File: src/rtl/salc_ram.sv
// Generic single-clock RAM, one write port and one read port, registered read.
// Read data holds while rd_en is low. No dependencies.
module salc_ram #(
   parameter int WIDTH = 8,
   parameter int DEPTH = 16
) (
   input  logic                     clock,
   input  logic                     wr_en,
   input  logic [$clog2(DEPTH)-1:0] wr_addr,
   input  logic [WIDTH-1:0]         wr_data,
   input  logic                     rd_en,
   input  logic [$clog2(DEPTH)-1:0] rd_addr,
   output logic [WIDTH-1:0]         rd_data
);

   logic [WIDTH-1:0] mem [DEPTH];

   always_ff @(posedge clock) begin
      if (wr_en) begin
         mem[wr_addr] <= wr_data;
      end
      if (rd_en) begin
         rd_data <= mem[rd_addr];
      end
   end

endmodule

File: config.mk
export PLATFORM = sky130hd
export DESIGN_NAME = salc_ram
export DESIGN_NICKNAME = d
export VERILOG_FILES = /design/src/rtl/salc_ram.sv
export SDC_FILE = /design/constraint.sdc
export NUM_CORES = 1
export LEC_CHECK = 0
export BUFFER_PORTS_ARGS = -buffer_cell sky130_fd_sc_hd__buf_2
export CAP_MARGIN = 40
export CELL_PAD_IN_SITES_DETAIL_PLACEMENT = 1
export CELL_PAD_IN_SITES_GLOBAL_PLACEMENT = 1
export CORE_MARGIN = 2
export CORE_UTILIZATION = 45
export CTS_CLUSTER_DIAMETER = 60
export CTS_CLUSTER_SIZE = 20
export DETAILED_ROUTE_END_ITERATION = 6
export PLACE_DENSITY_LB_ADDON = 0.1
export SYNTH_ARGS = -nofsm -noshare
export SYNTH_HDL_FRONTEND = slang
export SYNTH_SLANG_ARGS = --single-unit
File: constraint.sdc
create_clock -name clock -period 2.4 [get_ports clock]
set_input_delay 0.24 -clock clock [delete_from_list [all_inputs] [get_ports clock]]
set_output_delay 0.24 -clock clock [all_outputs]
set_load 0.02 [all_outputs]
* Word-level counts from Yosys, hierarchy flattened
Memory sizes are Yosys's and may differ from the RTL's. A register that Yosys moved wholly into a read port is not among the register bits.
Index checks and enable logic that the tools add are counted.
** Word-level totals
- Register bits after elaboration :: 0
- Latch bits :: 0
- Bits in writable memories :: 128
- Bits in read-only memories :: 0
- Input bits :: 19
- Output and inout port bits :: 8
- Word-level logic and storage cells :: 3
- Memories kept :: 1
** Operators by class
- $add $sub $neg :: 0
- Multiply operators :: 0
- Div/mod/pow operators :: 0
- Magnitude comparators :: 0
- Equality and inequality tests :: 0
- Shift operators :: 0
- Muxes and demuxes :: 2
- Bitwise operators :: 0
- Reduce and logical (&&, ||, !) cells :: 0
** Memories
- mem :: depth 16, width 8, rd ports 1, clocked after Yosys merged registers in 1, write ports 1, RTL line 16 : logic [WIDTH-1:0] mem [DEPTH];
** Operators by type and width (count)
- $mux W1 :: 2

* Depth between registers and ports, before layout
- Word-level depth :: 2
- Mapped depth :: 5
- Gate-level depth less buffers :: 3

* Worst setup path after synthesis
Ideal clock, no wire load.
- Kind :: input port to flip-flop
- Start :: input wr_addr[2]
- End :: memory mem[0][0] (enable)
- Library setup time :: 0.383 ns
- Arrival :: 1.350 ns
- Data required time :: 2.017 ns
- Slack :: 0.667 ns
- Stages :: 2
- Path buffers :: 0
- Cells stage by stage :: or3b_2 -> nor3_1
** RTL lines
- start: declaration :: RTL line 9 : input logic [$clog2(DEPTH)-1:0] wr_addr,
- end: declaration :: RTL line 16
No word-level cell before the write port.

==> impl_metrics.json <==
{
  "placed_cell_area_sq_um": 5630,
  "synth.top_cell.area_share": 0.781,
  "numCtsBuffers": 17,
  "grt_max_degree": 33,
  "io_buffers": 26,
  "grt_overflow": 0,
  "routedWlPerCell_um": 25.5,
  "status": "finished clean",
  "area_delta_synth_final_pct": 19.8,
  "swShare": 0.195,
  "clk_path_buf_depth": 2,
  "drive_gt1_frac": 0.316,
  "endpoint_kind": "register",
  "io_pins": 27,
  "tightest_slew_ps": 783,
  "synthTopCellsByArea": "edfxtp_1 (78%), mux4_2 (7.8%), mux4_1 (7.0%)",
  "maxCapViolations": 0,
  "combPwrFrac": 0.046,
  "dr.pass1.iters": 4,
  "mostFrequentLayoutCell": "edfxtp_1",
  "wl_um": 11200,
  "die_x_um": 112,
  "grt_setup_unrepaired": "false",
  "grt_usage": 0.194,
  "power_frac_seq": 0.469,
  "cp-start-kind": "register",
  "synth-main-ff-cell": "edfxtp_1",
  "worstPathArrival_ps": 1640,
  "vdd_drop_max_v": 0.000473,
  "clk_pin_slew_ps": 60,
  "dieArea_sq_um": 12500,
  "yosysWarningCount": 0,
  "post_cts_resize_count": 0,
  "hold_class": "primary input to register",
  "cts_htree_levels": 4,
  "final_cell_mix": "edfxtp_1 (136), buf_2 (26), mux4_2 (18), buf_4 (18), clkbuf_16 (17)",
  "drt_iter0_markers": 177,
  "post-synth-top-area-cell": "edfxtp_1",
  "postCtsSetupBuffers": 0,
  "place_congestion": 0.725,
  "p_clk_frac": 0.485,
  "ys_types": 18,
  "p_int_w": 0.00462,
  "cp_max_fo": 1,
  "worstSkewPairLatency_ps": 410,
  "p_switching_w": 0.00112,
  "num_vias": 2458,
  "die_h_um": 112,
  "grt_pass1_vias": 2604,
  "n_antenna_cell": 0,
  "synth_edf_count": 136,
  "synthArstFlopShare": 0,
  "netlist_instances": 229,
  "ys_ff_latch": 136,
  "required_ps": 2550,
  "fin_nets": 303,
  "post-route-period-util": 0.623,
  "start_util": 0.460,
  "syn_avg_cell_area_sq_um": 22.8,
  "rows": 39,
  "ys_seq_area_frac": 0.781,
  "powerDensity_nw_per_um2": 916,
  "setup.worst_path.class": "register to register",
  "ant_nets": 0,
  "antenna_found_initial": 0,
  "syn-num-nets": 248,
  "clock_skew_ps": 5.48,
  "p_leak_nw": 2.12,
  "cts_sinks": 136,
  "setup-tns-final_ps": 0,
  "fin_crit_ps": 1500,
  "synth_area_sq_um": 5230,
  "hold_violations": 0,
  "grt_pass1_wl_um": 16900,
  "slew_headroom": 0.476,
  "setup_violations": 0,
  "viasPerCell": 5.59,
  "core_sq_um": 11400,
  "dp_hpwl_um": 6940,
  "slew_viol_final": 0,
  "cts-root-buf": "clkbuf_16",
  "cts_tree": "built",
  "holdBufCountCts": 0,
  "timing.hold.ws_ps": 209,
  "clock.fmax_mhz": 669,
  "final_cell_area_sq_um": 6260,
  "post-route-drc-count": 0
}
area by class of cell:
cell class                 count  area, sq um
timing repair buffer          46          305
tap                          143          179
fill                        1002         5110
clock buffer                  19          433
sequential                   136         4080
multi-input combinational     83         1060
clock inverter                13          203
worst max-delay path, stage by stage, from the launching register on:
cell	delay, ps
edfxtp_1	380
mux4_2	510
a22oi_1	240
nand2_1	110
Yosys cell counts (2+ instances only):
library cell / instances
nor2_1: 13
nor3_1: 4
nand3b_1: 2
mux4_2: 18
clkdlybuf4s25_2: 3
buf_6: 3
nand2_1: 9
mux4_1: 14
buf_2: 3
nand2b_1: 2
a22oi_1: 16
edfxtp_1: 136
state kept, by name, summed over array words and instances, names as in the netlist:
name,count
mem,128
rd_data,8
per-stage QoR:
step / setup WS [ps] / utilization / instances / power, W
finish: 904 / 0.551 / 440 / 0.00573
global route: 833 / 0.551 / 440 / 0.00591
CTS: 886 / 0.551 / 440 / 0.00578
detailed placement: 565 / 0.495 / 408 / 0.00301
global placement: 594 / 0.495 / 408 / 0.00300
floorplan: 667 / - / 229 / 0.00289
layer usage:
| layer | wire length, um | vias up | track usage |
|---|---|---|---|
| li1 | - | 1093 | - |
| met1 | 5310 | 1291 | 0.280 |
| met2 | 5290 | 68 | 0.287 |
| met3 | 487 | 6 | 0.0539 |
| met4 | 119 | 0 | 0.0658 |
| met5 | 0 | - | 0 |
final timing paths:
| path | startpoint | endpoint | slack (ps) | cells past startpoint |
|---|---|---|---|---|
| max | mem[11][0]$_DFFE_PP_ | rd_data[0]$_DFFE_PP_ | 900 | 3 |
| max reg2reg | mem[11][0]$_DFFE_PP_ | rd_data[0]$_DFFE_PP_ | 900 | 3 |
| min reg2reg | mem[15][4]$_DFFE_PP_ | rd_data[4]$_DFFE_PP_ | 750 | 3 |
| min | rd_en | rd_data[5]$_DFFE_PP_ | 210 | 1 |
cell families after synthesis:
group / synth area share
AO/OA/AOI/OAI: 0.0230
flip-flops: 0.781
multiplexers: 0.148
buffers and inverters: 0.0165
AND/OR/NAND/NOR: 0.0314
power by group through the flow:
stage | logic (W) | clock network (W) | registers (W)
after floorplan | 0.000135 | 0 | 0.00275
after global placement | 0.000261 | 0 | 0.00274
after detailed placement | 0.000266 | 0 | 0.00274
after CTS | 0.000267 | 0.00282 | 0.00269
after global routing | 0.000284 | 0.00293 | 0.00269
final | 0.000261 | 0.00278 | 0.00269
No activity file was read; power rests on OpenSTA's default activity.
