$ cat src/rtl/salc_pkg.sv
// Shared types and constants for the set-associative LRU cache tag store.
// No dependencies; imported by the interfaces, the core and salc_lookup.
package salc_pkg;

   typedef enum logic [1:0] {
      FUNC_LOAD   = 2'd0,
      FUNC_STORE  = 2'd1,
      FUNC_MODIFY = 2'd2,
      FUNC_FETCH  = 2'd3
   } func_type;

   typedef enum logic [1:0] {
      OUT_HIT   = 2'd0,
      OUT_FILL  = 2'd1,
      OUT_EVICT = 2'd2
   } outcome_type;

   typedef enum logic [1:0] {
      ST_CLEAR,
      ST_IDLE,
      ST_LOOK,
      ST_LOOK2
   } state_type;

   localparam int CNT_W      = 32;
   localparam int CSR_ADDR_W = 4;
   localparam int CSR_DATA_W = 32;

   typedef logic [CNT_W-1:0] count_type;

   localparam logic [1:0] REG_SET_BITS   = 2'd0;
   localparam logic [1:0] REG_BLOCK_BITS = 2'd1;
   localparam logic [1:0] REG_WAYS       = 2'd2;

endpackage

$ cat src/rtl/salc_lookup.sv
// Tag compare, victim choice and recency update for one set row.
// Row layout per way: {valid, rank, tag}. Depends on salc_pkg.
module salc_lookup import salc_pkg::*; #(
   parameter int MAX_WAYS = 8,
   parameter int TAG_W    = 30,
   parameter int RANK_W   = 3
) (
   input  logic [MAX_WAYS*(1+RANK_W+TAG_W)-1:0] row_in,
   input  logic [MAX_WAYS-1:0]                  in_use,
   input  logic [TAG_W-1:0]                     tag,
   output logic [MAX_WAYS*(1+RANK_W+TAG_W)-1:0] row_out,
   output outcome_type                          outcome
);

   localparam int EW    = 1 + RANK_W + TAG_W;
   localparam int WAY_W = (MAX_WAYS > 1) ? $clog2(MAX_WAYS) : 1;
   localparam logic [RANK_W-1:0] RANK_MAX = RANK_W'(MAX_WAYS - 1);

   logic [MAX_WAYS-1:0] valid_v, hit_v, free_v, vic_oh, age_v;
   logic [RANK_W-1:0]   rank_a [MAX_WAYS];
   logic [TAG_W-1:0]    tag_a  [MAX_WAYS];
   logic [WAY_W-1:0]    hit_idx, free_idx, vic_idx, sel_idx;
   logic [RANK_W-1:0]   sel_rank;
   logic                hit, fill;

   always_comb begin
      for (int w = 0; w < MAX_WAYS; w++) begin
         tag_a[w]   = row_in[w*EW +: TAG_W];
         rank_a[w]  = row_in[w*EW+TAG_W +: RANK_W];
         valid_v[w] = row_in[w*EW+EW-1];
         hit_v[w]   = in_use[w] & valid_v[w] & (tag_a[w] == tag);
         free_v[w]  = in_use[w] & ~valid_v[w];
      end
   end

   // victim: highest rank in use, lowest way wins a tie
   always_comb begin
      for (int w = 0; w < MAX_WAYS; w++) begin
         vic_oh[w] = in_use[w];
         for (int j = 0; j < MAX_WAYS; j++) begin
            if (j < w && in_use[j] && !(rank_a[w] > rank_a[j])) begin
               vic_oh[w] = 1'b0;
            end
            if (j > w && in_use[j] && (rank_a[j] > rank_a[w])) begin
               vic_oh[w] = 1'b0;
            end
         end
      end
   end

   always_comb begin
      hit_idx  = '0;
      free_idx = '0;
      vic_idx  = '0;
      for (int w = MAX_WAYS - 1; w >= 0; w--) begin
         if (hit_v[w]) begin
            hit_idx = WAY_W'(w);
         end
         if (free_v[w]) begin
            free_idx = WAY_W'(w);
         end
         if (vic_oh[w]) begin
            vic_idx = WAY_W'(w);
         end
      end
   end

   assign hit      = |hit_v;
   assign fill     = ~hit & (|free_v);
   assign sel_idx  = hit ? hit_idx : (fill ? free_idx : vic_idx);
   assign sel_rank = rank_a[sel_idx];

   always_comb begin
      for (int i = 0; i < MAX_WAYS; i++) begin
         age_v[i] = in_use[i] & valid_v[i] & (WAY_W'(i) != sel_idx)
                    & (fill | (rank_a[i] < sel_rank)) & (rank_a[i] < RANK_MAX);
         if (WAY_W'(i) == sel_idx) begin
            row_out[i*EW +: EW] = {1'b1, {RANK_W{1'b0}}, tag};
         end else begin
            row_out[i*EW +: EW] = {valid_v[i],
                                   age_v[i] ? rank_a[i] + 1'b1 : rank_a[i],
                                   tag_a[i]};
         end
      end
   end

   always_comb begin
      if (hit) begin
         outcome = OUT_HIT;
      end else if (fill) begin
         outcome = OUT_FILL;
      end else begin
         outcome = OUT_EVICT;
      end
   end

endmodule
$ cat config.mk
export PLATFORM = sky130hd
export DESIGN_NAME = salc_lookup
export DESIGN_NICKNAME = d
export VERILOG_FILES = /design/src/rtl/salc_pkg.sv /design/src/rtl/salc_lookup.sv
export SDC_FILE = /design/constraint.sdc
export NUM_CORES = 1
export LEC_CHECK = 0
export ABC_AREA = 0
export BUFFER_PORTS_ARGS = -buffer_cell sky130_fd_sc_hd__buf_2
export CORE_AREA = 2 2 230 232
export DETAILED_ROUTE_END_ITERATION = 8
export DIE_AREA = 0 0 232 234
export PLACE_DENSITY_LB_ADDON = 0.08
export SYNTH_ARGS = -nofsm -noshare
export SYNTH_HDL_FRONTEND = slang
export SYNTH_SLANG_ARGS = --single-unit
$ cat constraint.sdc
create_clock -name vclk -period 5.3
set_clock_uncertainty 0.1 [all_clocks]
set_input_delay 0.53 -clock vclk [all_inputs]
set_output_delay 0.53 -clock vclk [all_outputs]
set_load 0.05 [all_outputs]
==> Yosys cells after proc, flatten, opt, wreduce, memory -nomap -nowiden <==
Cells that the tools add are included.
{ "word_totals": {"word_cells": 333, "register_bits": 0} }
{ "op_classes": {"n_reduce_logical": 88, "n_addsub": 8, "mux": 103, "n_lt_le_gt_ge": 45, "n_eq_ne": 22, "bitwise": 67} }
{ "op_table": {"columns": ["cell", "count"], "rows": [
  ["2-to-1 mux 34 bit", 8],
  ["== test 30 bit", 8],
  ["2-to-1 mux 3 bit", 36],
  ["> comparator 3 bit", 28],
  ["logical AND 1 bit", 56],
  ["2-to-1 mux 1 bit", 56],
  ["bitwise AND 1 bit", 49],
  ["logical NOT 1 bit", 28],
  ["adder 3 x 1 -> 3 bit (second input constant)", 8],
  ["less-than comparator 3 bit", 8],
  ["less-than comparator 3 bit (second input constant)", 8],
  ["OR reduction 8 bit", 2],
  ["== test 3 bit (first input constant)", 4],
  ["!= test 3 bit (first input constant)", 4],
  ["binary-select mux 3 bit (select 3 bit)", 1],
  ["inverter 1 bit", 9],
  ["OR 1 bit", 8],
  ["== test 2 x 3 -> 1 bit (first input constant)", 2],
  ["!= test 2 x 3 -> 1 bit (first input constant)", 2],
  ["greater-or-equal comparator 4 bit (second input constant)", 1],
  ["2-to-1 mux 2 bit", 2],
  ["inverter 3 -> 4 bit", 1],
  ["== test 1 x 3 -> 1 bit (first input constant)", 1],
  ["logical NOT 3 bit", 1],
  ["other kinds (2)", 2]
]} }

==> Logic depth before layout (Yosys ltp) <==
{ "depth": {"depth_word": 30, "ltp_mapped": 20, "depth_no_buf": 19} }

==> Worst setup path after synthesis <==
Ideal clock, no wire load.
{ "synth_path": {"path_type": "input -> output", "from": "input port row_in[99]", "to": "output port row_out[236]", "t_arrival_ns": 5.525, "t_required_ns": 4.670, "path_stages": 19, "path_slack_ns": -0.855, "path_cell_list": "inv_1 -> ha_1 -> nor2b_1 -> o21a_1 -> o211ai_2 -> o2111ai_1 -> or4_1 -> and4bb_2 -> o211ai_1 -> nand2_1 -> a211oi_1 -> a21oi_1 -> mux2i_1 -> ha_1 -> o21ai_0 -> nand2_1 -> nand2_1 -> mux2i_1 -> nor4_1"} }
{ "synth_between": {"elab_chain_cells": 28} }
{ "synth_rtl": {"columns": ["element", "line", "text"], "rows": [
  ["from (decl)", "salc_lookup.sv:8", "input logic [MAX_WAYS*(1+RANK_W+TAG_W)-1:0] row_in,"],
  ["> comparator 3 bit", "salc_lookup.sv:41, salc_lookup.sv:44", null],
  ["logical NOT 1 bit", "salc_lookup.sv:41", "if (j < w && in_use[j] && !(rank_a[w] > rank_a[j])) begin"],
  ["logical AND 1 bit", "salc_lookup.sv:41", null],
  ["2-to-1 mux 1 bit (5 in series)", "salc_lookup.sv:41", null],
  ["2-to-1 mux 3 bit (8 in series)", "salc_lookup.sv:62", "if (vic_oh[w]) begin"],
  ["2-to-1 mux 3 bit (2 in series)", "salc_lookup.sv:70", "assign sel_idx = hit ? hit_idx : (fill ? free_idx : vic_idx);"],
  ["inverter 3 -> 4 bit (implied by the code)", "salc_lookup.sv:71", "assign sel_rank = rank_a[sel_idx];"],
  ["binary-select mux 3 bit (select 3 bit)", "salc_lookup.sv:71", null],
  ["2-to-1 mux 3 bit (implied by the code) (2 in series)", "salc_lookup.sv:71", null],
  ["less-than comparator 3 bit", "salc_lookup.sv:76", "& (fill | (rank_a[i] < sel_rank)) & (rank_a[i] < RANK_MAX);"],
  ["OR 1 bit", "salc_lookup.sv:76", null],
  ["bitwise AND 1 bit (2 in series)", "salc_lookup.sv:76", null],
  ["2-to-1 mux 3 bit", "salc_lookup.sv:81", "age_v[i] ? rank_a[i] + 1'b1 : rank_a[i],"],
  ["2-to-1 mux 34 bit (*)", "salc_lookup.sv:77", "if (WAY_W'(i) == sel_idx) begin"],
  ["to (decl)", "salc_lookup.sv:11", "output logic [MAX_WAYS*(1+RANK_W+TAG_W)-1:0] row_out,"]
]} }
Mark *: on every way between the ends. The rest lies on a longest branch, timed or not. The select of a mux whose other input is x is not followed.

==> Worst setup path after layout <==
{ "layout_path": {"from": "input port row_in[65]", "to": "output port row_out[270]"} }
{ "layout_between": {"elab_chain_cells": 29} }
{ "layout_rtl": {"columns": ["element", "line"], "rows": [
  ["> comparator 3 bit", "salc_lookup.sv:41, salc_lookup.sv:44"],
  ["logical NOT 1 bit", "salc_lookup.sv:41"],
  ["logical AND 1 bit", "salc_lookup.sv:41"],
  ["2-to-1 mux 1 bit (6 in series)", "salc_lookup.sv:41"],
  ["2-to-1 mux 3 bit (8 in series)", "salc_lookup.sv:62"],
  ["2-to-1 mux 3 bit (2 in series)", "salc_lookup.sv:70"],
  ["inverter 3 -> 4 bit (implied by the code)", "salc_lookup.sv:71"],
  ["binary-select mux 3 bit (select 3 bit)", "salc_lookup.sv:71"],
  ["2-to-1 mux 3 bit (implied by the code) (2 in series)", "salc_lookup.sv:71"],
  ["less-than comparator 3 bit", "salc_lookup.sv:76"],
  ["OR 1 bit", "salc_lookup.sv:76"],
  ["bitwise AND 1 bit (2 in series)", "salc_lookup.sv:76"],
  ["2-to-1 mux 3 bit", "salc_lookup.sv:81"],
  ["2-to-1 mux 34 bit (*)", "salc_lookup.sv:77"]
]} }
Marks and branches as above.

==> metrics.txt <==
per-cell routed wire length 27.0 um; Hold Path Class in -> out; area grow syn2layout 85.6%; first-pass GRT wire length 105000 um; overall power 0.00316 W; post-synthesis net count 1749; relative slew slack 56.4%; final instance area 19000 um^2; most used cell, CP buf_4; global placer's final weighted congestion 0.973; # setup viols final 16; layout sequential cell count 0; HPWL after detailed placement 67600 um; Clock Buffer Count 0; setup ws final -0.176 ns; WP data arrival 4.85 ns; largest net degree at the start of global routing 35; CP Cell Sequence buf_2 -> inv_2 -> buf_4 -> ha_1 -> nor2b_4 -> o31ai_1 -> o21a_1 -> or4_4 -> and4bb_2 -> o211ai_1 -> buf_4 -> a21o_1 -> a311oi_2 -> buf_4 -> or4_4 -> maj3_2 -> a31o_1 -> or3_4 -> a21oi_4 -> buf_12; Synth warnings 0; fmax 183 MHz; post-route minimum period 5.48 ns; Crit path max-delay family simple AND/OR/NAND/NOR gates; drt drc 0; routed wire length 79000 um; Final Hold Fails 0; initial antenna violation count 9; slowest CP cell or4_4; outcome complete, but fails checks; Power Density 167 nW/um^2; violated checks negative setup slack; DR iter-0 viols 704; Gate Count Post-Synth 1339; max-cap violations 0; Finished Core Util 36.5%; Initial Utilization 19.7%; gr usage total 27.0%; FILL cells 5656; type of the worst setup path in -> out; unrepaired setup endpoints after global routing true; core region area 52000 um^2; LEAKAGE 8.75 nW; ANT nets after route 0; post-placement cell area 17200 um^2; vias in the first global route 14.3k; via count 14.3k; maximum vdd drop 0.0000739 V; Max Slew Vio Count 0; total global routing overflow 0; Crit path required time 4.67 ns; IO buf count 584; Final Net Count 2643; share of cells above drive strength 1 62.8%; hold_buf cts 0; CP max FO 3; # IOs 584; Setup crit end kind primary output; die area 54300 um^2; Buffers & Inverters on Critical Path 6; vias per cell 4.89; Syn Std Cell Area 10200 um^2; die width 232 um; first drt pass iteration count 5; Multi-input gate area 10700 um^2; crit-path max cell delay 0.55 ns; Slew @ Worst Pin 0.645 ns; Reg area 0 um^2; Std-Cell Rows 84; Synth cell types 76; Startpoint Class input pin; Avg Inst Size Synth 7.64 um^2; sequential area share after synthesis 0%; crit share post-route 103%; Die Height 234 um
power by group:
part               internal, W  leakage [nW]  switching, W
sequential                   0             0             0
combinational          0.00122          8.75       0.00194
clock          0.0000000000758     0.0000190             0
total                  0.00122          8.75       0.00194
repair_timing:
item                       4_1_cts  5_1_grt
setup endpoints to repair       62       58
resized for setup              151      165
gates cloned                     1        4
pin swaps                       58       63
setup buffers                   27       22
tightest hold or removal path, stage by stage:
cell	delay (ns)
buf_2	0.10
nand2_1	0.04
nand2_1	0.10
buf_12	0.15
cells in the mapped netlist, types with 6 or more instances:
cell type    n  area share [%]
a21oi_1     28             1.4
buf_6       13             1.4
o31ai_1      8            0.59
o311ai_0     8            0.68
or3_1        6            0.37
nand2_1    149             5.5
xor2_1     187              16
nor2_1      57             2.1
o2111ai_1    6            0.51
buf_4       11            0.81
mux2_2     210              23
inv_1       45             1.7
o21ai_0     38             1.9
mux2i_1     10            0.98
nor3_1      16            0.78
a31oi_1      7            0.43
clkbuf_1    31             1.1
nand4_1     30             1.8
a211oi_1     7            0.51
o21a_1      15             1.1
a311oi_1     9            0.77
ha_1       100              12
nand2b_1     7            0.43
nor4_1      72             4.4
nand3_1     36             1.8
nor2b_1     25             1.5
buf_2       43             2.1
xnor2_1     60             5.1
o211ai_1    15             1.1
or2_2        6            0.37
cell families (layout without fill, tap and decap cells):
logic type,after synthesis,count (layout),synth area share (%)
multiplexers,220,220,24.1
adder cells (fa/ha/maj),106,106,12.8
AO/OA/AOI/OAI,188,188,13.2
other,0,3,0
buffers and inverters,146,1038,7.24
XOR/XNOR,247,247,21.1
AND/OR/NAND/NOR,432,432,21.5
layout make-up:
class,count,area share [%]
Inverter,45,0.995
Tap cell,688,4.53
Multi-Input combinational cell,1193,56.2
Antenna cell,3,0.0395
Timing Repair Buffer,993,38.2
layout by cell type (no fill, tap or decap), drive strengths merged, types with 16 or more instances in the layout:
cell type / n
nor4: 75
xnor2: 60
a21oi: 28
o21ai: 42
nor3: 16
buf: 984
nand3: 36
nand2: 149
xor2: 187
ha: 100
mux2: 210
inv: 41
nand4: 30
o211ai: 16
nor2: 58
nor2b: 26
layer usage:
| layer | vias up | routed length (um) | track usage, % |
|---|---|---|---|
| met5 | - | 23 | 0 |
| met4 | 4 | 1340 | 4.05 |
| met3 | 67 | 4850 | 3.60 |
| met2 | 584 | 37600 | 46.2 |
| met1 | 6977 | 35200 | 36.5 |
| li1 | 6651 | - | - |
stage by stage:
step / setup TNS (ns) / setup slack [ns] / cells / hold slack, ns
after floorplan: -0.691 / -0.341 / 1339 / 1.08
after global placement: -17.32 / -0.795 / 2867 / 1.35
after detailed placement: -15.85 / -0.785 / 2867 / 1.35
after CTS: -0.790 / -0.131 / 2894 / 1.35
after global routing: -6.14 / -0.307 / 2921 / 1.37
final: -1.25 / -0.176 / 2922 / 1.35
path summary, 6_finish.rpt:
| check | from | endpoint | cells past startpoint |
|---|---|---|---|
| worst min-delay path | row_in[78] | row_out[78] | 4 |
| worst max-delay path | row_in[65] | row_out[270] | 20 |
Power figures use the tool's default switching activity.
